[src/rtl/tdrs_pkg.sv]
// ============================================================================
// tdrs_pkg
// Shared types, widths and constants of the downlink timer and radar
// serializer core.
// ============================================================================
package tdrs_pkg;

    // ------------------------------------------------------------------------
    // Field widths
    // ------------------------------------------------------------------------
    localparam int PERIOD_W = 20;
    localparam int DATA_W   = 15;
    localparam int PULSE_W  = 32;
    localparam int CHAN_W   = 16;
    localparam int REQ_W    = 2;

    // ------------------------------------------------------------------------
    // Serializer sizing
    // ------------------------------------------------------------------------
    localparam int BIT_SLOT_PULSES = 160;
    localparam int FRAME_BITS      = 16;
    localparam int CNT_W           = $clog2(FRAME_BITS + 1);

    // ------------------------------------------------------------------------
    // Configuration port
    // ------------------------------------------------------------------------
    localparam int CFG_ADDR_W = 3;
    localparam int CFG_DATA_W = 32;
    localparam int CFG_IDX_W  = CFG_ADDR_W - 2;

    localparam logic [CFG_IDX_W-1:0] REG_DOWNLINK_PERIOD = CFG_IDX_W'(0);

    // ------------------------------------------------------------------------
    // Item kinds and count request codes
    // ------------------------------------------------------------------------
    localparam logic REQ_TICK = 1'b0;
    localparam logic REQ_SEND = 1'b1;

    typedef enum logic [REQ_W-1:0] {
        CNT_NONE = 2'd0,
        CNT_UP   = 2'd1,
        CNT_DOWN = 2'd2
    } t_count_req;

    // ------------------------------------------------------------------------
    // Bit slot test: pulse is a multiple of 2**SLOT_SHIFT * SLOT_ODD when its
    // low bits are clear and (pulse >> SLOT_SHIFT) * inverse(SLOT_ODD), taken
    // modulo 2**32, does not exceed (2**32 - 1) / SLOT_ODD.
    // ------------------------------------------------------------------------
    function automatic int trailing_zeros(input int unsigned v);
        int n;
        n = 0;
        while ((v[0] == 1'b0) && (n < 31)) begin
            v = v >> 1;
            n = n + 1;
        end
        return n;
    endfunction

    function automatic logic [31:0] odd_inverse(input logic [31:0] d);
        logic [31:0] x;
        x = d;
        for (int i = 0; i < 5; i++) begin
            x = x * (32'd2 - d * x);
        end
        return x;
    endfunction

    localparam int          SLOT_SHIFT = trailing_zeros(BIT_SLOT_PULSES);
    localparam int          SLOT_ODD   = BIT_SLOT_PULSES >> SLOT_SHIFT;
    localparam logic [31:0] SLOT_MASK  = 32'((64'd1 << SLOT_SHIFT) - 64'd1);
    localparam logic [31:0] SLOT_INV   = odd_inverse(32'(SLOT_ODD));
    localparam logic [31:0] SLOT_LIMIT = 32'(64'hFFFF_FFFF / SLOT_ODD);

    // ------------------------------------------------------------------------
    // Inter-module bundles
    // ------------------------------------------------------------------------
    typedef struct packed {
        logic fire;
        logic send;
    } t_step;

    typedef struct packed {
        logic                we;
        logic [PERIOD_W-1:0] period;
    } t_cfg_wr;

    typedef struct packed {
        logic              irq;
        logic [CHAN_W-1:0] word_34;
        logic [CHAN_W-1:0] word_35;
    } t_dl_res;

    typedef struct packed {
        t_count_req request;
        logic       refused;
        logic       busy;
    } t_rdr_res;

endpackage

[src/rtl/tdrs_timer.sv]
// ============================================================================
// tdrs_timer
// Downlink word timer: counts ticks down from the period and latches the two
// downlink channel values each time the countdown runs out.
// ============================================================================
module tdrs_timer (
    input  logic                          i_clk,
    input  logic                          i_rst_n,
    input  tdrs_pkg::t_step               i_step,
    input  tdrs_pkg::t_cfg_wr             i_cfg,
    input  logic [tdrs_pkg::CHAN_W-1:0]   i_channel_34_value,
    input  logic [tdrs_pkg::CHAN_W-1:0]   i_channel_35_value,
    output logic [tdrs_pkg::PERIOD_W-1:0] o_period,
    output tdrs_pkg::t_dl_res             o_res
);
    import tdrs_pkg::*;

    logic [PERIOD_W-1:0] r_period;
    logic [PERIOD_W-1:0] r_countdown;
    logic [CHAN_W-1:0]   r_word_34;
    logic [CHAN_W-1:0]   r_word_35;

    logic [PERIOD_W-1:0] w_dec;
    logic                w_run;
    logic                w_take;

    // Decrement, saturating at zero; a word is taken when the count lands on zero
    assign w_dec  = (r_countdown != '0) ? (r_countdown - PERIOD_W'(1)) : '0;
    assign w_run  = (i_step.send == REQ_TICK) && (r_period != '0);
    assign w_take = w_run && (w_dec == '0);

    // Result of this item: words as they stand after the item
    always_comb begin
        o_res.irq     = w_take;
        o_res.word_34 = w_take ? i_channel_34_value : r_word_34;
        o_res.word_35 = w_take ? i_channel_35_value : r_word_35;
    end

    assign o_period = r_period;

    // Hold period and countdown; reload on a register write or a taken word
    always_ff @(posedge i_clk) begin
        if (!i_rst_n) begin
            r_period    <= '0;
            r_countdown <= '0;
            r_word_34   <= '0;
            r_word_35   <= '0;
        end else if (i_cfg.we) begin
            r_period    <= i_cfg.period;
            r_countdown <= i_cfg.period;
        end else if (i_step.fire && w_run) begin
            if (w_take) begin
                r_countdown <= r_period;
                r_word_34   <= i_channel_34_value;
                r_word_35   <= i_channel_35_value;
            end else begin
                r_countdown <= w_dec;
            end
        end
    end

endmodule

[config.mk]
export PLATFORM = sky130hd
export DESIGN_NAME = tdrs_timer
export DESIGN_NICKNAME = d
export VERILOG_FILES = /design/src/rtl/tdrs_pkg.sv /design/src/rtl/tdrs_timer.sv
export SDC_FILE = /design/constraint.sdc
export NUM_CORES = 1
export LEC_CHECK = 0
export BUFFER_PORTS_ARGS = -buffer_cell sky130_fd_sc_hd__buf_2
export CELL_PAD_IN_SITES_DETAIL_PLACEMENT = 0
export CELL_PAD_IN_SITES_GLOBAL_PLACEMENT = 2
export CORE_MARGIN = 2
export CORE_UTILIZATION = 29
export CTS_BUF_LIST = sky130_fd_sc_hd__clkbuf_2 sky130_fd_sc_hd__clkbuf_4 sky130_fd_sc_hd__clkbuf_8
export CTS_CLUSTER_SIZE = 28
export DETAILED_ROUTE_END_ITERATION = 8
export PLACE_DENSITY_LB_ADDON = 0.1
export SYNTH_ARGS = -nofsm -noshare
export SYNTH_HDL_FRONTEND = slang
export SYNTH_SLANG_ARGS = --single-unit
[constraint.sdc]
create_clock -name i_clk -period 7.6 [get_ports i_clk]
set_input_delay 0.76 -clock i_clk [delete_from_list [all_inputs] [get_ports i_clk]]
set_output_delay 0.76 -clock i_clk [all_outputs]
set_load 0.01 [all_outputs]
==> impl_metrics.csv, run 1 <==
group,metric,value,unit
final_layout,area_growth_syn_to_layout,16.5,%
cts,cts-buffers-inserted,9,
timing,setup_slack,2920,ps
power_and_ir_drop,power_density,177,mW/mm²
worst_setup_path,startpoint_type,"flip-flop",
detailed_routing,drcViolationCount,0,
final_layout,final_area,0.00508,mm²
detailed_routing,drtIter0Drc,248,
cts,cts.htree.levels,3,
detailed_routing,detail-route-antenna-nets,0,
timing,clock_skew,9.14,ps
cts,clock-sinks,72,
floorplanning,coreArea,0.0146,mm²
worst_setup_path,cp-end-kind,"output pin",
placement,post-place-ws,3310,ps
run_status,status,"complete, no violations",
timing,finalSetupTns,0,ps
final_layout,fin_nets,589,
floorplanning,ios,110,
synth,yosysUniqueCellTypes,67,
cts,cts_tree,"done",
detailed_routing,viasPerCell,5.31,
floorplanning,dieArea,0.0161,mm²
synth,syn-num-nets,501,
timing,hold_viol,0,
synth,synth-edff-count,0,
worst_setup_path,rr_endpoint,"r_word_34[10]$_SDFFE_PN0P_",
synth,synth-async-reset-ratio,0,%
synth,synthCells,442,
detailed_routing,wl,13200,µm
worst_setup_path,critPathArrivalTime,3920,ps
cts,cts_buffer_depth,2,
synth,synth.area.top_cells,"dfxtp_1 33%, mux2_4 10%, a22o_1 7.0%, mux2i_1 4.6%, nor2_1 3.6%",
worst_setup_path,critical_path_class,"reg -> out",
worst_setup_path,ff2ff_path_depth,9,
synth,synth_top_area_cell,"dfxtp_1",
global_routing,grt_pass1_wl,21000,µm
worst_setup_path,cp.required,6840,ps
cts,ctsResizeCount,0,
synth,yosysWarnings,0,
power_and_ir_drop,irDropWorstVdd,0.0890,mV
timing,worstMarginPinSlew,1140,ps
detailed_routing,dr.pass1.iters,4,
detailed_routing,via_count,3808,
floorplanning,die_x,127,µm
synth,synth_ff_type,"dfxtp_1",
global_routing,antenna_found_initial,1,
power_and_ir_drop,p_leak,2.18,nW
run,max_cap_violations,0,
final_layout,drive_gt1_share,33.6,%
placement,dpl_cell_area,0.00491,mm²
global_routing,grt_pass1_vias,3755,
placement,place.gp.congestion,0.800,
timing,fin_crit_sh,61.6,%
global_routing,grt_usage,16.9,%
global_routing,grt_max_degree,44,
hold_path,min_to,"r_word_34[13]$_SDFFE_PN0P_",
synth,synth_area_per_cell,9.88,µm²
cts,post-cts-setup-buffer-count,0,
cts,clk_pin_slew,80,ps
worst_setup_path,r2r_setup_slack,3900,ps
timing,slew_headroom,23.2,%
floorplanning,rows,44,
timing,fin_crit,4680,ps
timing,drv_slew,0,
worst_setup_path,critPathMaxFanout,32,
floorplanning,start_util,29.8,%
final_layout,diodes,0,
cts,clk_latency,360,ps
cts,cts_hold_buf,0,
timing,grt_setup_unrepaired,"false",
synth,ys_seq_area_share,33.0,%
hold_path,hold_depth,1,
placement,dp_hpwl,9480,µm
synth,syn_area,0.00437,mm²
global_routing,grt_overflow,0,
cts,ctsRootBufferMaster,"clkbuf_8",
floorplanning,die_y,127,µm
worst_setup_path,reg2reg_from,"r_countdown[0]$_SDFFE_PN0P_",
synth,synth_top_area_share,33.0,%
detailed_routing,post_drt_wl_per_cell,18.4,µm
hold_path,hold_path_startpoint,"r_word_34[13]$_SDFFE_PN0P_",
hold_path,hold_path.class,"reg -> reg",
synth,ys_ff_latch,72,
placement,io_buffer_count,109,
timing,finalSetupViolations,0,
timing,max_freq,213,MHz
-- cells by family (layout without fill, tap and decap cells) --
family	after synthesis	count (layout)	share of synthesized area [%]
AOI/OAI and AO/OA	131	131	23.7
xor gates and xnor gates	11	11	2.21
adders and majority gates	2	2	0.573
buffers and inverters	44	135	6.94
DFF	72	72	33.0
muxes	52	52	15.4
and+or+nand+nor	130	130	18.2
-- worst max-delay path by stage --
stage	start	endpoint	slack, ps	cells after the start
after floorplan	r_countdown[0]$_SDFFE_PN0P_	o_res[0]	4080	11
after global routing	r_countdown[0]$_SDFFE_PN0P_	o_res[29]	2570	10
after CTS	r_countdown[0]$_SDFFE_PN0P_	o_res[29]	2860	10
after global placement	r_countdown[0]$_SDFFE_PN0P_	o_res[30]	3400	10
after detailed placement	r_countdown[0]$_SDFFE_PN0P_	o_res[29]	3310	10
final	r_countdown[0]$_SDFFE_PN0P_	o_res[30]	2920	10
-- cell usage in the layout, fill, tap and decap left out, types with 7 or more instances in the layout --
cell / synthesis / final
o22ai_1: 12 / 12
buf_2: 5 / 109
a22o_1: 35 / 35
dfxtp_1: 72 / 72
nor2_1: 42 / 42
nand2b_1: 11 / 11
xnor2_1: 8 / 8
mux2_4: 30 / 30
inv_1: 7 / 7
mux2i_1: 20 / 20
a22oi_1: 8 / 8
o2111ai_1: 9 / 9
nand3_1: 14 / 14
clkbuf_8: 0 / 9
o211ai_1: 11 / 11
nand2_1: 9 / 9
nor4_1: 8 / 8
a21oi_1: 14 / 14
-- synthesized netlist by cell type (3+ instances only) --
master and instances:
xnor2_1 8, mux2_4 30, buf_2 5, nand4_1 4, nor3_1 4, o21a_1 3, nor4_1 8, or3_1 5
nor2b_1 4, nand2_1 9, nand3_1 14, a21oi_1 14, o31ai_1 4, nor3b_1 3, a211o_1 5, a21o_1 4
nor2_1 42, o22ai_1 12, a22oi_1 8, o21ai_0 5, dfxtp_1 72, o2111ai_1 9, and2_1 3, buf_12 3
nand2b_1 11, a31oi_1 3, buf_4 6, inv_1 7, mux2i_1 20, nor4_4 4, o211ai_1 11, clkbuf_1 13
buf_6 8, xor2_1 3, a22o_1 35
-- state kept, by name, summed over array words and instances (netlist names) --
| name | count |
|---|---|
| o_period | 20 |
| r_countdown | 20 |
| r_word_34 | 16 |
| r_word_35 | 16 |
-- layout make-up --
class,instances,area [µm²]
Timing Repair Buffer,113,576
Clock inverter,4,47.5
Inverter,8,30.0
Tap cell,184,230
Sequential cell,72,1440
Fill cell,1552,9560
Clock buffer,10,131
Multi-Input combinational cell,326,2630
-- metrics by stage --
step	total power, mW	hold slack (ps)	instances	util [%]
2_1_floorplan	0.553	435	442	-
3_3_place_gp	0.611	450	703	33.5
3_5_place_dp	0.611	455	703	33.5
4_1_cts	0.915	477	717	34.7
5_1_grt	0.951	489	717	34.7
6_report	0.900	474	717	34.7
-- power breakdown --
| part | leakage, nW | internal (mW) | switching [mW] |
|---|---|---|---|
| logic | 1.50 | 0.0748 | 0.106 |
| registers | 0.589 | 0.392 | 0.0292 |
| clock network | 0.0914 | 0.151 | 0.147 |
| total | 2.18 | 0.618 | 0.282 |
-- worst max-delay path, cell delays in order, from the launching register on --
cell and delay, ps:
dfxtp_1 400, inv_1 160, ha_1 330, nor3b_2 440, nand4_2 250, o21a_1 310
nor4_4 450, nor2b_4 220, buf_4 480, mux2_1 370, buf_2 140
-- per-layer routing --
metal | share of wire, % | wire, µm | global-route usage (%) | up-vias
li1 | - | - | - | 1873
met1 | 49 | 6530 | 24.5 | 1810
met2 | 43 | 5650 | 24.6 | 109
met3 | 6.4 | 848 | 4.18 | 14
met4 | 1.4 | 191 | 5.24 | 2
met5 | 0.053 | 7 | 0 | -
(Power assumes the default switching activity.)
==> run 2, diff against run 1 <==
--- a/config.mk
+++ b/config.mk
@@ -5,11 +5,12 @@
 export SDC_FILE = /design/constraint.sdc
 export NUM_CORES = 1
 export LEC_CHECK = 0
+export ABC_AREA = 1
 export BUFFER_PORTS_ARGS = -buffer_cell sky130_fd_sc_hd__buf_2
 export CELL_PAD_IN_SITES_DETAIL_PLACEMENT = 0
 export CELL_PAD_IN_SITES_GLOBAL_PLACEMENT = 2
 export CORE_MARGIN = 2
-export CORE_UTILIZATION = 29
+export CORE_UTILIZATION = 26
 export CTS_BUF_LIST = sky130_fd_sc_hd__clkbuf_2 sky130_fd_sc_hd__clkbuf_4 sky130_fd_sc_hd__clkbuf_8
 export CTS_CLUSTER_SIZE = 28
 export DETAILED_ROUTE_END_ITERATION = 8
==> constraint.sdc (replaced) <==
create_clock -name i_clk -period 4.3 [get_ports i_clk]
set_input_delay 0.43 -clock i_clk [delete_from_list [all_inputs] [get_ports i_clk]]
set_output_delay 0.43 -clock i_clk [all_outputs]
set_load 0.01 [all_outputs]
==> impl_metrics.csv, run 2 <==
group,metric,value,unit
cts,cts.htree.levels,3,
placement,io_buffer_count,109,
synth,synthMuxAreaShare,0,%
global_routing,grt_overflow,0,
synth,synth-xor-area-share,0.194,%
cts,clk_pin_slew,80,ps
cts,cts_hold_buf,0,
worst_setup_path,cp.required,3870,ps
synth,ys_ff_latch,72,
synth,synth-async-reset-ratio,0,%
detailed_routing,drtIter0Drc,199,
final_layout,fillers,1943,
cts,cts_buffer_depth,2,
synth,syn_area,0.00451,mm²
final_layout,diodes,0,
worst_setup_path,cp_top_family,"simple AND/OR/NAND/NOR gates",
worst_setup_path,r2r_setup_slack,1290,ps
synth,synth.area.top_cells,"dfxtp_1 32%, nand2_1 13%, inv_1 10%, a21oi_1 7.2%, o21ai_0 6.4%",
hold_path,hold_depth,3,
timing,max_freq,263,MHz
floorplanning,start_util,26.4,%
synth,yosysMostFrequentCell,"nand2_1",
placement,post-place-ws,592,ps
worst_setup_path,cp_slowest_stage_delay,540,ps
worst_setup_path,reg2reg_from,"r_countdown[0]$_SDFFE_PN0P_",
floorplanning,dieArea,0.0184,mm²
cts,cts_tree,"done",
timing,clock_skew,5.41,ps
detailed_routing,drcViolationCount,0,
worst_setup_path,path_buf_inv,4,
power_and_ir_drop,p_leak,2.82,nW
timing,hold_viol,0,
synth,synth_adder_area_share,0.555,%
cts,clk_latency,370,ps
final_layout,final_cells,1021,
timing,grt_setup_unrepaired,"false",
worst_setup_path,startpoint_type,"flip-flop",
run_status,status,"complete, no violations",
synth,synth-edff-count,0,
synth,synth_compound_area_share,23.7,%
worst_setup_path,critical_path_class,"reg -> out",
global_routing,grt_max_degree,82,
floorplanning,rows,48,
detailed_routing,dr.pass1.iters,4,
detailed_routing,wl,15000,µm
global_routing,antenna_found_initial,0,
placement,dp_hpwl,10900,µm
timing,worstMarginPinSlew,1110,ps
global_routing,grt_pass1_vias,4538,
timing,drv_slew,0,
final_layout,fin_nets,851,
hold_path,hold_path.class,"in -> reg",
placement,dpl_cell_area,0.00519,mm²
synth,yosysWarnings,0,
timing,setup_slack,502,ps
synth,synthCells,701,
power_and_ir_drop,irDropWorstVdd,0.128,mV
floorplanning,coreArea,0.0171,mm²
global_routing,grt_usage,16.8,%
floorplanning,ios,110,
synth,ys_seq_area_share,31.9,%
synth,synth_ff_type,"dfxtp_1",
worst_setup_path,ff2ff_path_depth,14,
synth,synth_top_area_cell,"dfxtp_1",
timing,whs,318,ps
cts,clock-sinks,72,
cts,ctsRootBufferMaster,"clkbuf_8",
final_layout,final_area,0.00540,mm²
timing,finalSetupTns,0,ps
power_and_ir_drop,power_density,324,mW/mm²
worst_setup_path,crit_chain,"inv_1 > ha_1 > nand2_1 > nor2_1 > a21oi_1 > nor2_1 > nor2_1 > nand2_1 > nor2_4 > nand3_4 > buf_6 > nand2_1 > o21ai_2 > inv_1 > buf_2",
detailed_routing,viasPerCell,4.50,
synth,synth_top_area_share,31.9,%
worst_setup_path,critPathArrivalTime,3370,ps
synth,yosysUniqueCellTypes,28,
final_layout,final_cell_mix,"158 x nand2_1, 123 x inv_1, 109 x buf_2",
synth,syn-num-nets,760,
hold_path,hold_path_startpoint,"i_cfg[0]",
timing,slew_headroom,25.8,%
synth,synth_common_cells,"158 x nand2_1, 123 x inv_1, 72 x dfxtp_1",
worst_setup_path,rr_endpoint,"r_countdown[9]$_SDFFE_PN0P_",
synth,synth_area_per_cell,6.44,µm²
synth,synth_top_family_by_area,"simple AND/OR/NAND/NOR gates",
hold_path,min_to,"o_period[0]$_SDFFE_PN0P_",
worst_setup_path,cp-end-kind,"output pin",
detailed_routing,via_count,4599,
run,max_cap_violations,0,
placement,dpl.cell_count,1006,
synth,yosys.area_share.simple,28.7,%
global_routing,grt_pass1_wl,23800,µm
worst_setup_path,worst_path_max_delay_cell,"buf_6",
worst_setup_path,crit_start,"r_countdown[0]$_SDFFE_PN0P_",
floorplanning,die_x,136,µm
cts,cts-buffers-inserted,9,
worst_setup_path,critPathMaxFanout,81,
timing,finalSetupViolations,0,
placement,place.gp.congestion,0.803,
timing,fin_crit,3800,ps
timing,fin_crit_sh,88.3,%
floorplanning,die_y,136,µm
detailed_routing,detail-route-antenna-nets,0,
final_layout,drive_gt1_share,25.3,%
final_layout,area_growth_syn_to_layout,19.7,%
detailed_routing,post_drt_wl_per_cell,14.7,µm
final_layout,layout_commonest_cell,"nand2_1",
## run 2: cell count changes after synthesis, moves of 30 or more
cell,delta
a21oi_1,+51
a22o_1,-35
inv_1,+116
mux2_4,-30
nand2_1,+149
nand3_1,+41
o21ai_0,+53
## run 2: through the flow
| step | utilization (%) | power [mW] |
|---|---|---|
| final | 31.5 | 1.75 |
| after global routing | 31.5 | 1.87 |
| after CTS | 31.5 | 1.78 |
| after detailed placement | 30.3 | 1.20 |
| after global placement | 30.3 | 1.20 |
| after floorplan | - | 1.05 |
## run 2: worst reg2reg max path: cells and delay by family, from the launching register on
family                     cells  cell delay [ps]
buffers and inverters          2              710
DFF                            1              310
adders and majority gates      1              310
and+or+nand+nor                9             1330
AOI/OAI and AO/OA              2              190
## run 2: power breakdown
group	leakage [nW]	switching, mW	internal, mW	total (mW)
combinational	2.13	0.285	0.149	0.434
clock	0.0993	0.275	0.293	0.568
sequential	0.592	0.0403	0.708	0.748
total	2.82	0.600	1.15	1.75
## run 2: kinds of logic after synthesis
family                     count (synthesis)
AOI/OAI and AO/OA                        177
xor gates and xnor gates                   1
adders and majority gates                  2
buffers and inverters                    160
DFF                                       72
and+or+nand+nor                          289
## run 2: final cells by class
class / instances / area, µm² / share of cell area [%]
sequential: 72 / 1440 / 26.7
timing repair buffer: 116 / 602 / 11.1
tap: 225 / 282 / 5.21
multi-input combinational: 469 / 2410 / 44.7
clock buffer: 12 / 153 / 2.83
clock inverter: 3 / 42.5 / 0.788
inverter: 124 / 465 / 8.62
## run 2: timing repair
action	CTS	global route
gates resized for setup	0	2
setup buffers	0	0
setup endpoints to repair	0	32
## run 2: worst max-delay path by stage
stage / endpoint / slack, ps / cells after the start
detailed placement: o_res[30] / 590 / 13
floorplan: o_res[10] / 1650 / 12
global placement: o_res[31] / 610 / 13
global route: o_res[30] / 190 / 15
finish: o_res[24] / 500 / 15
CTS: o_res[30] / 160 / 13
## run 2: per-layer routing
metal  up-vias  GRT usage [%]  share of wire, %
li1       2416              -                 -
met1      2062           20.8                45
met2        98           28.5                48
met3        23           2.96               3.7
met4         0           7.52               3.2
met5         -              0                 0
